### src/rtl/ole_pkg.sv
// ----------------------------------------------------------------------------
// ole_pkg
// Shared types and constants of the ordered list engine.
// ----------------------------------------------------------------------------
package ole_pkg;
  localparam int CAPACITY = 32;
  localparam int IW = $clog2(CAPACITY);
  localparam int CW = $clog2(CAPACITY + 1);

  localparam logic [3:0] OP_APPEND = 4'd0;
  localparam logic [3:0] OP_PREPEND = 4'd1;
  localparam logic [3:0] OP_INS_IDX = 4'd2;
  localparam logic [3:0] OP_INS_MATCH = 4'd3;
  localparam logic [3:0] OP_FIND = 4'd4;
  localparam logic [3:0] OP_READ = 4'd5;
  localparam logic [3:0] OP_DEL_IDX = 4'd6;
  localparam logic [3:0] OP_DEL_MATCH = 4'd7;
  localparam logic [3:0] OP_REPL = 4'd8;
  localparam logic [3:0] OP_WRITE = 4'd9;
  localparam logic [3:0] OP_CLEAR = 4'd10;
  localparam logic [3:0] OP_DUMP_F = 4'd11;
  localparam logic [3:0] OP_DUMP_R = 4'd12;

  localparam logic [1:0] ST_OK = 2'd0;
  localparam logic [1:0] ST_IGNORED = 2'd1;
  localparam logic [1:0] ST_FULL = 2'd2;

  // Per-cycle command broadcast to every cell.
  typedef enum logic [2:0] {
    CC_HOLD, CC_INS, CC_SHL, CC_WRITE, CC_REPL
  } cell_cmd_t;

  typedef struct packed {
    cell_cmd_t cmd;
    logic [CW-1:0] lo;
    logic [CW-1:0] hi;
    logic signed [31:0] key;
    logic signed [31:0] value;
  } cell_ctl_t;

  typedef enum logic [2:0] {
    S_IDLE, S_SCAN, S_REPEAT, S_DELM, S_DUMP, S_OUT
  } state_t;
endpackage

### src/rtl/ole_if.sv
// ----------------------------------------------------------------------------
// ole_in_if / ole_out_if
// Valid/ready channels for list commands and results.
// ----------------------------------------------------------------------------
interface ole_in_if;
  logic valid;
  logic ready;
  logic [3:0] op;
  logic [5:0] position;
  logic signed [31:0] key;
  logic signed [31:0] item_value;
  logic [5:0] repeat_count;
  modport source(output valid, op, position, key, item_value, repeat_count, input ready);
  modport sink(input valid, op, position, key, item_value, repeat_count, output ready);
endinterface

interface ole_out_if;
  logic valid;
  logic ready;
  logic found;
  logic signed [31:0] data;
  logic [4:0] where;
  logic [5:0] count;
  logic [1:0] status;
  logic last;
  modport source(output valid, found, data, where, count, status, last, input ready);
  modport sink(input valid, found, data, where, count, status, last, output ready);
endinterface

### src/rtl/ordered_list_engine_unit.sv
// An accepted item is decoded in the scan state, where a simple operation
// registers its result. Append, prepend and insert at index then pass through
// the repeat state, which inserts the copies, and match scans and delete-all step
// through the elements of the list. A dump gives one result per cycle while the sink is ready.
// One item is worked at a time: the next is taken only after the last result is accepted.
// Synchronous reset empties the list; cell contents are not reset.
// ----------------------------------------------------------------------------
// ordered_list_engine_unit
// Bounded ordered list kept in a chain of shifting cells.
// ----------------------------------------------------------------------------
module ordered_list_engine_unit
  import ole_pkg::*;
(
  input logic clk,
  input logic rst,
  ole_in_if.sink in_ch,
  ole_out_if.source out_ch
);
  // The cells form the store; cell i holds element i.
  logic signed [31:0] cv [CAPACITY];
  logic [CAPACITY-1:0] hits;
  cell_ctl_t ctl;

  for (genvar g = 0; g < CAPACITY; g++) begin : g_cell
    logic signed [31:0] lft, rgt;
    if (g == 0) begin : g_l
      assign lft = '0;
    end else begin : g_l
      assign lft = cv[g-1];
    end
    if (g == CAPACITY - 1) begin : g_r
      assign rgt = '0;
    end else begin : g_r
      assign rgt = cv[g+1];
    end
    ole_cell u_cell (
      .clk(clk), .idx(CW'(g)), .ctl(ctl), .left(lft), .right(rgt), .value(cv[g]),
      .hit(hits[g])
    );
  end

  state_t state, state_next;
  logic [CW-1:0] cnt, cnt_next;
  logic [3:0] op;
  logic [CW-1:0] pos, pos_next;    // scan / insert / dump index
  logic signed [31:0] key, val;
  logic [5:0] reps, reps_next;     // copies left, or results sent in a dump
  logic hitflag, hitflag_next;
  // Output register.
  logic o_valid, o_valid_next, o_found, o_found_next, o_last, o_last_next;
  logic signed [31:0] o_data, o_data_next;
  logic [4:0] o_where, o_where_next;
  logic [1:0] o_status, o_status_next;

  logic take;
  logic o_free;
  assign o_free = !o_valid || out_ch.ready;
  assign in_ch.ready = (state == S_IDLE) && o_free;
  assign take = in_ch.valid && in_ch.ready;

  assign out_ch.valid = o_valid;
  assign out_ch.found = o_found;
  assign out_ch.data = o_data;
  assign out_ch.where = o_where;
  assign out_ch.count = 6'(cnt);
  assign out_ch.status = o_status;
  assign out_ch.last = o_last;

  logic [IW-1:0] pidx;
  assign pidx = pos[IW-1:0];
  logic scan_hit;
  assign scan_hit = (pos < cnt) && hits[pidx];

  always_comb begin
    state_next = state;
    cnt_next = cnt;
    pos_next = pos;
    reps_next = reps;
    hitflag_next = hitflag;
    o_valid_next = o_valid && !out_ch.ready;
    o_found_next = o_found;
    o_data_next = o_data;
    o_where_next = o_where;
    o_status_next = o_status;
    o_last_next = o_last;
    ctl = '{cmd: CC_HOLD, lo: '0, hi: '0, key: key, value: val};
    case (state)
      S_IDLE: if (take) begin
        // Operations are decoded from the registered copy next cycle.
        state_next = S_SCAN;
        pos_next = '0;
        hitflag_next = 1'b0;
        reps_next = in_ch.repeat_count;
        if (in_ch.op == OP_DUMP_F || in_ch.op == OP_DUMP_R) reps_next = '0;
        if (in_ch.op == OP_DUMP_R) pos_next = cnt - CW'(1);
        else if (in_ch.op == OP_READ || in_ch.op == OP_DEL_IDX ||
                 in_ch.op == OP_WRITE || in_ch.op == OP_INS_IDX)
          pos_next = CW'(in_ch.position);
      end
      S_SCAN: begin
        // Default single result.
        o_found_next = 1'b0; o_data_next = '0; o_where_next = '0;
        o_status_next = ST_OK; o_last_next = 1'b1;
        state_next = S_OUT;
        case (op)
          OP_APPEND, OP_PREPEND: begin
            if (cnt >= CW'(CAPACITY)) o_status_next = ST_FULL;
            else begin
              // One copy inserted at the tail or at the head.
              state_next = S_REPEAT; reps_next = 6'd1;
              pos_next = (op == OP_APPEND) ? cnt : '0;
            end
          end
          OP_INS_IDX: begin
            if (reps == 6'd0 || pos > cnt) o_status_next = ST_IGNORED;
            else state_next = S_REPEAT;
          end
          OP_INS_MATCH, OP_FIND, OP_DEL_MATCH, OP_REPL: begin
            if (op == OP_REPL) begin
              // All matches replaced at once; hit vector gives status.
              ctl.cmd = CC_REPL; ctl.lo = '0; ctl.hi = cnt;
              o_status_next = ST_IGNORED;
              for (int i = 0; i < CAPACITY; i++)
                if (hits[i] && CW'(i) < cnt) o_status_next = ST_OK;
            end else if (op == OP_DEL_MATCH) begin
              state_next = S_DELM;
            end else if (pos >= cnt) begin
              o_status_next = ST_IGNORED;
            end else if (hits[pidx]) begin
              if (op == OP_FIND) begin
                o_found_next = 1'b1; o_data_next = cv[pidx]; o_where_next = pidx;
              end else if (cnt >= CW'(CAPACITY)) o_status_next = ST_FULL;
              else begin
                state_next = S_REPEAT; reps_next = 6'd1;
              end
            end else begin
              pos_next = pos + CW'(1);
              state_next = S_SCAN;
            end
          end
          OP_READ: begin
            if (pos >= cnt) o_status_next = ST_IGNORED;
            else begin
              o_found_next = 1'b1; o_data_next = cv[pidx]; o_where_next = pidx;
            end
          end
          OP_DEL_IDX: begin
            if (pos >= cnt) o_status_next = ST_IGNORED;
            else begin
              ctl.cmd = CC_SHL; ctl.lo = pos; ctl.hi = cnt; cnt_next = cnt - CW'(1);
            end
          end
          OP_WRITE: begin
            if (pos >= cnt) o_status_next = ST_IGNORED;
            else begin
              ctl.cmd = CC_WRITE; ctl.lo = pos;
            end
          end
          OP_CLEAR: cnt_next = '0;
          OP_DUMP_F, OP_DUMP_R: if (cnt != '0) state_next = S_DUMP;
          default: o_status_next = ST_IGNORED;
        endcase
        if (state_next == S_OUT) o_valid_next = 1'b1;
      end
      S_REPEAT: begin
        // Insert one copy at pos per cycle: the cell at pos takes the value and
        // the cells above it move up by one.
        if (reps == 6'd0) begin
          o_valid_next = 1'b1; o_found_next = 1'b0; o_data_next = '0;
          o_where_next = '0; o_status_next = ST_OK; o_last_next = 1'b1;
          state_next = S_OUT;
        end else if (cnt >= CW'(CAPACITY)) begin
          o_valid_next = 1'b1; o_found_next = 1'b0; o_data_next = '0;
          o_where_next = '0; o_status_next = ST_FULL; o_last_next = 1'b1;
          state_next = S_OUT;
        end else begin
          ctl.cmd = CC_INS; ctl.lo = pos; ctl.hi = cnt + CW'(1);
          cnt_next = cnt + CW'(1);
          reps_next = reps - 6'd1;
          state_next = S_REPEAT;
        end
      end
      S_DELM: begin
        // A match is removed and the next element moves into its place, so the
        // index advances only past elements that stay.
        if (scan_hit) begin
          ctl.cmd = CC_SHL; ctl.lo = pos; ctl.hi = cnt;
          cnt_next = cnt - CW'(1); hitflag_next = 1'b1;
        end else if (pos < cnt) pos_next = pos + CW'(1);
        else begin
          o_valid_next = 1'b1; o_found_next = 1'b0; o_data_next = '0;
          o_where_next = '0; o_last_next = 1'b1;
          o_status_next = hitflag ? ST_OK : ST_IGNORED;
          state_next = S_OUT;
        end
      end
      S_DUMP: if (o_free) begin
        o_valid_next = 1'b1; o_found_next = 1'b1; o_data_next = cv[pidx];
        o_where_next = pidx; o_status_next = ST_OK;
        reps_next = reps + 6'd1;
        o_last_next = (reps + 6'd1 == 6'(cnt));
        pos_next = (op == OP_DUMP_F) ? pos + CW'(1) : pos - CW'(1);
        if (o_last_next) state_next = S_OUT;
      end
      S_OUT: if (o_free) state_next = S_IDLE;
      default: state_next = S_IDLE;
    endcase
  end

  always_ff @(posedge clk) begin
    if (rst) begin
      state <= S_IDLE;
      cnt <= '0;
      o_valid <= 1'b0;
    end else begin
      state <= state_next;
      cnt <= cnt_next;
      o_valid <= o_valid_next;
    end
    pos <= pos_next;
    reps <= reps_next;
    hitflag <= hitflag_next;
    o_found <= o_found_next;
    o_data <= o_data_next;
    o_where <= o_where_next;
    o_status <= o_status_next;
    o_last <= o_last_next;
    if (take) begin
      op <= in_ch.op; key <= in_ch.key; val <= in_ch.item_value;
    end
  end
endmodule

### src/rtl/ole_cell.sv
// ----------------------------------------------------------------------------
// ole_cell
// One list position: holds a value, shifts with its neighbors, compares key.
// ----------------------------------------------------------------------------
module ole_cell
  import ole_pkg::*;
(
  input  logic clk,
  input  logic [CW-1:0] idx,
  input  cell_ctl_t ctl,
  input  logic signed [31:0] left,
  input  logic signed [31:0] right,
  output logic signed [31:0] value,
  output logic hit
);
  logic in_rng;
  assign in_rng = (idx >= ctl.lo) && (idx < ctl.hi);
  assign hit = (value == ctl.key);

  // An insert loads the cell at lo and moves the cells above it up by one.
  always_ff @(posedge clk) begin
    case (ctl.cmd)
      CC_INS: begin
        if (in_rng) begin
          if (idx == ctl.lo) value <= ctl.value;
          else value <= left;
        end
      end
      CC_SHL: if (in_rng) value <= right;
      CC_WRITE: if (idx == ctl.lo) value <= ctl.value;
      CC_REPL: if (in_rng && hit) value <= ctl.value;
      default: ;
    endcase
  end
endmodule

### src/flat_wrapper.sv
// flat-port wrapper written by rule: the top's interface ports become plain ports
module ordered_list_engine_unit_flat import ole_pkg::*;
  (clk, rst, in_ch_valid, in_ch_op, in_ch_position, in_ch_key, in_ch_item_value, in_ch_repeat_count, in_ch_ready, out_ch_valid, out_ch_found, out_ch_data, out_ch_where, out_ch_count, out_ch_status, out_ch_last, out_ch_ready);
  ole_in_if in_ch_i ();
  ole_out_if out_ch_i ();
  input logic clk;
  input logic rst;
  input wire logic [$bits(in_ch_i.valid)-1:0] in_ch_valid;
  input wire logic [$bits(in_ch_i.op)-1:0] in_ch_op;
  input wire logic [$bits(in_ch_i.position)-1:0] in_ch_position;
  input wire logic [$bits(in_ch_i.key)-1:0] in_ch_key;
  input wire logic [$bits(in_ch_i.item_value)-1:0] in_ch_item_value;
  input wire logic [$bits(in_ch_i.repeat_count)-1:0] in_ch_repeat_count;
  output wire logic [$bits(in_ch_i.ready)-1:0] in_ch_ready;
  output wire logic [$bits(out_ch_i.valid)-1:0] out_ch_valid;
  output wire logic [$bits(out_ch_i.found)-1:0] out_ch_found;
  output wire logic [$bits(out_ch_i.data)-1:0] out_ch_data;
  output wire logic [$bits(out_ch_i.where)-1:0] out_ch_where;
  output wire logic [$bits(out_ch_i.count)-1:0] out_ch_count;
  output wire logic [$bits(out_ch_i.status)-1:0] out_ch_status;
  output wire logic [$bits(out_ch_i.last)-1:0] out_ch_last;
  input wire logic [$bits(out_ch_i.ready)-1:0] out_ch_ready;
  assign in_ch_i.valid = in_ch_valid;
  assign in_ch_i.op = in_ch_op;
  assign in_ch_i.position = in_ch_position;
  assign in_ch_i.key = in_ch_key;
  assign in_ch_i.item_value = in_ch_item_value;
  assign in_ch_i.repeat_count = in_ch_repeat_count;
  assign in_ch_ready = in_ch_i.ready;
  assign out_ch_valid = out_ch_i.valid;
  assign out_ch_found = out_ch_i.found;
  assign out_ch_data = out_ch_i.data;
  assign out_ch_where = out_ch_i.where;
  assign out_ch_count = out_ch_i.count;
  assign out_ch_status = out_ch_i.status;
  assign out_ch_last = out_ch_i.last;
  assign out_ch_i.ready = out_ch_ready;
  ordered_list_engine_unit u_core (.clk(clk), .rst(rst), .in_ch(in_ch_i), .out_ch(out_ch_i));
endmodule
### config.mk
export PLATFORM = sky130hd
export DESIGN_NAME = ordered_list_engine_unit_flat
export DESIGN_NICKNAME = d
export VERILOG_FILES = /design/src/rtl/ole_pkg.sv /design/src/rtl/ole_if.sv /design/src/rtl/ordered_list_engine_unit.sv /design/src/rtl/ole_cell.sv /design/src/flat_wrapper.sv
export SDC_FILE = /design/constraint.sdc
export NUM_CORES = 2
export LEC_CHECK = 0
export BUFFER_PORTS_ARGS = -buffer_cell sky130_fd_sc_hd__buf_2
export CORE_ASPECT_RATIO = 2
export CORE_MARGIN = 5
export CORE_UTILIZATION = 65
export DETAILED_ROUTE_END_ITERATION = 7
export PLACE_DENSITY = 0.82
export SYNTH_ARGS = -nofsm -noshare
export SYNTH_HDL_FRONTEND = slang
export SYNTH_SLANG_ARGS = --single-unit
### constraint.sdc
create_clock -name clk -period 12.85 [get_ports clk]
set_input_delay 0 -clock clk [delete_from_list [all_inputs] [get_ports clk]]
set_output_delay 0 -clock clk [all_outputs]
set_load 0.01 [all_outputs]
==> flow_summary.ini, run 1 <==
[outcome]
outcome = did not finish
haltStage = 5_1_grt
tool.error = [ERROR GRT-0116] Global routing finished with congestion. Check the congestion regions in the DRC Viewer.

[synth]
synth_area_leaders = edfxtp_1, a22o_1, mux4_2, xnor2_1, a21o_1
synth-seq-cells = 1156
yosysWarnings = 0
syn-num-nets = 6594
syn_inst = 6495
yosysMostFrequentCell = edfxtp_1
syn_area_per_cell_um2 = 12.0
synth_top_area_frac = 0.442
async_flop_share = 0
yosysUniqueCellTypes = 90
synth_edf_count = 1146
synth.cell_area_um2 = 77900
synthTopCellsByCount = edfxtp_1, a22o_1, a21o_1
yosys.area.top_type = edfxtp_1
synth-main-ff-cell = edfxtp_1
ys_seq_area_frac = 0.444

[floorplanning]
std_cell_rows = 179
die_h_um = 500
dieWidth_um = 255
start_util = 0.654
io_pins = 133

[placement]
dp_slack_ns = 4.74
gp_congestion = 1.18
dp_cells = 7714
io_buffers = 132
dp_hpwl_mm = 279

[clock_network]
cts.sinks = 1156
cts_resized = 0
cts_root_buffer = clkbuf_16
cts_setup_buffers = 0
hold_buffers = 139
cts_made_buffers = 109
cts.path.max_buffers = 3
h-tree-depth = 3

[global_routing]
grt_pass1_wl_mm = 681
grt.total_usage = 0.729
grt_pass1_vias = 77800
grt_max_degree = 250
grt_overflow_total = 1110
-- per-stage QoR --
stage	cell area, um2	hold WS, ns
after global placement	79400	0.176
after detailed placement	79400	0.178
after CTS	84500	0.00411
after floorplan	77900	0.0989
-- cells by family after synthesis --
group,count (synthesis),synth area share
XOR/XNOR,1050,0.118
adder cells (fa/ha/maj),15,0.00241
AND/OR/NAND/NOR,969,0.0629
AO/OA/AOI/OAI,2240,0.231
multiplexers,323,0.0932
flip-flops,1156,0.444
buffers and inverters,742,0.0481
-- metal layers --
layer / global-route usage / GRT overflow
met5: 0.187 / 0
met4: 0.721 / 385
met3: 0.558 / 1
met2: 0.910 / 723
met1: 0.729 / 1
==> run 2, diff against run 1 <==
--- a/config.mk
+++ b/config.mk
@@ -6,11 +6,10 @@
 export NUM_CORES = 2
 export LEC_CHECK = 0
 export BUFFER_PORTS_ARGS = -buffer_cell sky130_fd_sc_hd__buf_2
-export CORE_ASPECT_RATIO = 2
 export CORE_MARGIN = 5
-export CORE_UTILIZATION = 65
+export CORE_UTILIZATION = 40
 export DETAILED_ROUTE_END_ITERATION = 7
-export PLACE_DENSITY = 0.82
+export PLACE_DENSITY_LB_ADDON = 0.15
 export SYNTH_ARGS = -nofsm -noshare
 export SYNTH_HDL_FRONTEND = slang
 export SYNTH_SLANG_ARGS = --single-unit
==> run 2 against run 1 <==
  * The flow now finishes, with violations (DRC)
  * Synthesized area unchanged
  * Synthesized cell count is the same
==> flow_summary.ini, run 2 <==
[outcome]
outcome = finished, violations left
violations = DRC

[drt]
vias = 68300
drtIter0Drc = 12800
wl_per_cell_um = 44.8
post_drt_via_cell_ratio = 7.44
antenna_left = 0
wirelength_mm = 411
route.detailed.drc = 8
drt_pass1_iterations = 8

[cells_and_area]
final_cell_mix = edfxtp_1, a22o_1, a21o_1
stdcell_count = 9182
synthToLayoutAreaGrowth_pct = 11.9
final_area_um2 = 87200
fin_nets = 6605
final_common_cell = edfxtp_1
final_util = 0.448
largest_register_ffs = 1024
drive_above_1_share = 0.158
top_register = u_core.g_cell.u_cell.value
multi_input_area_um2 = 40300
regArea_um2 = 34600
fillers = 17900

[placement]
dp_slack_ns = 4.91
placed_cell_area_um2 = 81000
dp_hpwl_mm = 282
io_buffers = 132
dp_cells = 8744
gp_congestion = 1.03

[clock_network]
cts.sinks = 1156
cts.path.max_buffers = 3
cts_made_buffers = 147
cts_root_buffer = clkbuf_16
clk_latency_ns = 0.83
clk_pin_slew_ns = 0.06
hold_buffers = 155
h-tree-depth = 4
cts_resized = 0
cts_tree = yes
cts_setup_buffers = 0

[worst_setup_path]
reg2regPathDepth = 16
crit_start = u_core.key[0]
critPathKind = flip-flop to flip-flop
startpoint_type = flip-flop
cp_data_required_time_ns = 13.53
crit_chain = buf_4, buf_4, xnor2_1, nand4_1, nor4_1, a21oi_1, o41a_1, a211oi_2, nand3_1, o211ai_1, buf_12, buf_12, buf_4, buf_4, a22o_1, a21o_1
reg2reg_from = u_core.key[0]
path_max_fanout = 192
arrival_ns = 8.99
endpoint_kind = flip-flop
cpPeakStageDelay_ns = 1.15
critPathSlowestCell = nor4_1
rrSetupSlack_ns = 4.54
crit_path_frequent_cell = buf_4
r2r_end = u_core.g_cell[30].u_cell.value[28]

[min_path]
holdPathEnd = u_core.key[24]
min_path_cells = 2
hold_path_class = primary input to flip-flop
hp-start = in_ch_key[24]

[global_routing]
grt.total_usage = 0.388
grt_overflow_total = 0
grt_pass1_wl_mm = 556
grt_max_degree = 193
grt_antenna_before_repair = 25
grt_pass1_vias = 62500

[synth]
syn_area_per_cell_um2 = 12.0
yosysUniqueCellTypes = 90
yosysMostFrequentCell = edfxtp_1
synthTopCellsByCount = edfxtp_1, a22o_1, a21o_1
synth-main-ff-cell = edfxtp_1
yosys.area.top_type = edfxtp_1
async_flop_share = 0
synth_top_area_frac = 0.442
synth_area_leaders = edfxtp_1, a22o_1, mux4_2, xnor2_1, a21o_1
synth_edf_count = 1146
yosysWarnings = 0
synth.cell_area_um2 = 77900
syn-num-nets = 6594
syn_inst = 6495
synth-seq-cells = 1156
ys_seq_area_frac = 0.444

[sta]
holdWs_ns = 0.0448
final-hold-violation-count = 0
slew_viol_final = 0
slew_headroom = 0.0639
rsz0062_at_grt = false
fin_crit_sh = 0.646
timing.final.ws_setup_ns = 4.54
skew_ns = 0.0395
setup_violations = 0
tns_ns = 0
period_minus_slack_ns = 8.31
worstMarginPinSlew_ns = 1.39
fmaxAchievable_ghz = 0.120

[floorplanning]
die_h_um = 451
io_pins = 133
core_um2 = 194000
std_cell_rows = 162
dieWidth_um = 451
dieArea_um2 = 204000
start_util = 0.401

[pwr]
leakage_nw = 32.3
peakVddDrop_v = 0.000156
total_power_mw = 21.5
powerDensity_nw_per_um2 = 246

[job]
maxCapViolations = 0
[run 2: cell counts after synthesis]
No cell type changed its count.
[run 2: routing by layer]
| layer | GRT usage | part of all wire | wire [um] |
|---|---|---|---|
| met4 | 0.163 | 0.053 | 21600 |
| met5 | 0.00840 | 0.00031 | 126 |
| met3 | 0.198 | 0.18 | 73000 |
| met1 | 0.526 | 0.38 | 156000 |
| met2 | 0.518 | 0.39 | 161000 |
[run 2: logic make-up after synthesis]
| kind of cell | after synthesis | synth area share |
|---|---|---|
| mux | 323 | 0.0932 |
| simple gates | 969 | 0.0629 |
| buf+inv | 742 | 0.0481 |
| xor+xnor | 1050 | 0.118 |
| flops | 1156 | 0.444 |
| compound gates | 2240 | 0.231 |
| fa+ha+maj | 15 | 0.00241 |
[run 2: how the worst max path moves through the flow]
stage,endpoint,slack [ns],cells after the start
floorplan,u_core.g_cell[28].u_cell.value[0],3.91,13
global placement,u_core.g_cell[27].u_cell.value[28],4.44,16
detailed placement,u_core.g_cell[27].u_cell.value[6],4.91,16
CTS,u_core.g_cell[30].u_cell.value[20],4.86,16
global route,u_core.g_cell[27].u_cell.value[28],4.41,16
finish,u_core.g_cell[30].u_cell.value[28],4.54,16
[run 2: cell type report]
cell class | count | area share
antenna | 19 | 0.000545
clock buffer | 175 | 0.0447
clock inverter | 89 | 0.00794
inverter | 59 | 0.00254
multi-input combinational | 4597 | 0.462
sequential | 1156 | 0.397
tap | 2542 | 0.0365
timing repair buffer | 545 | 0.0481
[run 2: worst max-delay path: cells and delay by family, from the launching register on]
| kind | cells | cell delay [ns] |
|---|---|---|
| buffers and inverters | 6 | 4.15 |
| AO/OA/AOI/OAI | 6 | 1.55 |
| AND/OR/NAND/NOR | 3 | 1.48 |
| flip-flops | 1 | 0.32 |
| XOR/XNOR | 1 | 0.18 |
[run 2: report_power, final]
| part | total (mW) | internal, mW | switching [mW] |
|---|---|---|---|
| Sequential | 6.89 | 5.55 | 1.34 |
| Combinational | 10.4 | 3.52 | 6.90 |
| Clock | 4.15 | 2.36 | 1.80 |
Power figures use the tool's default switching activity.
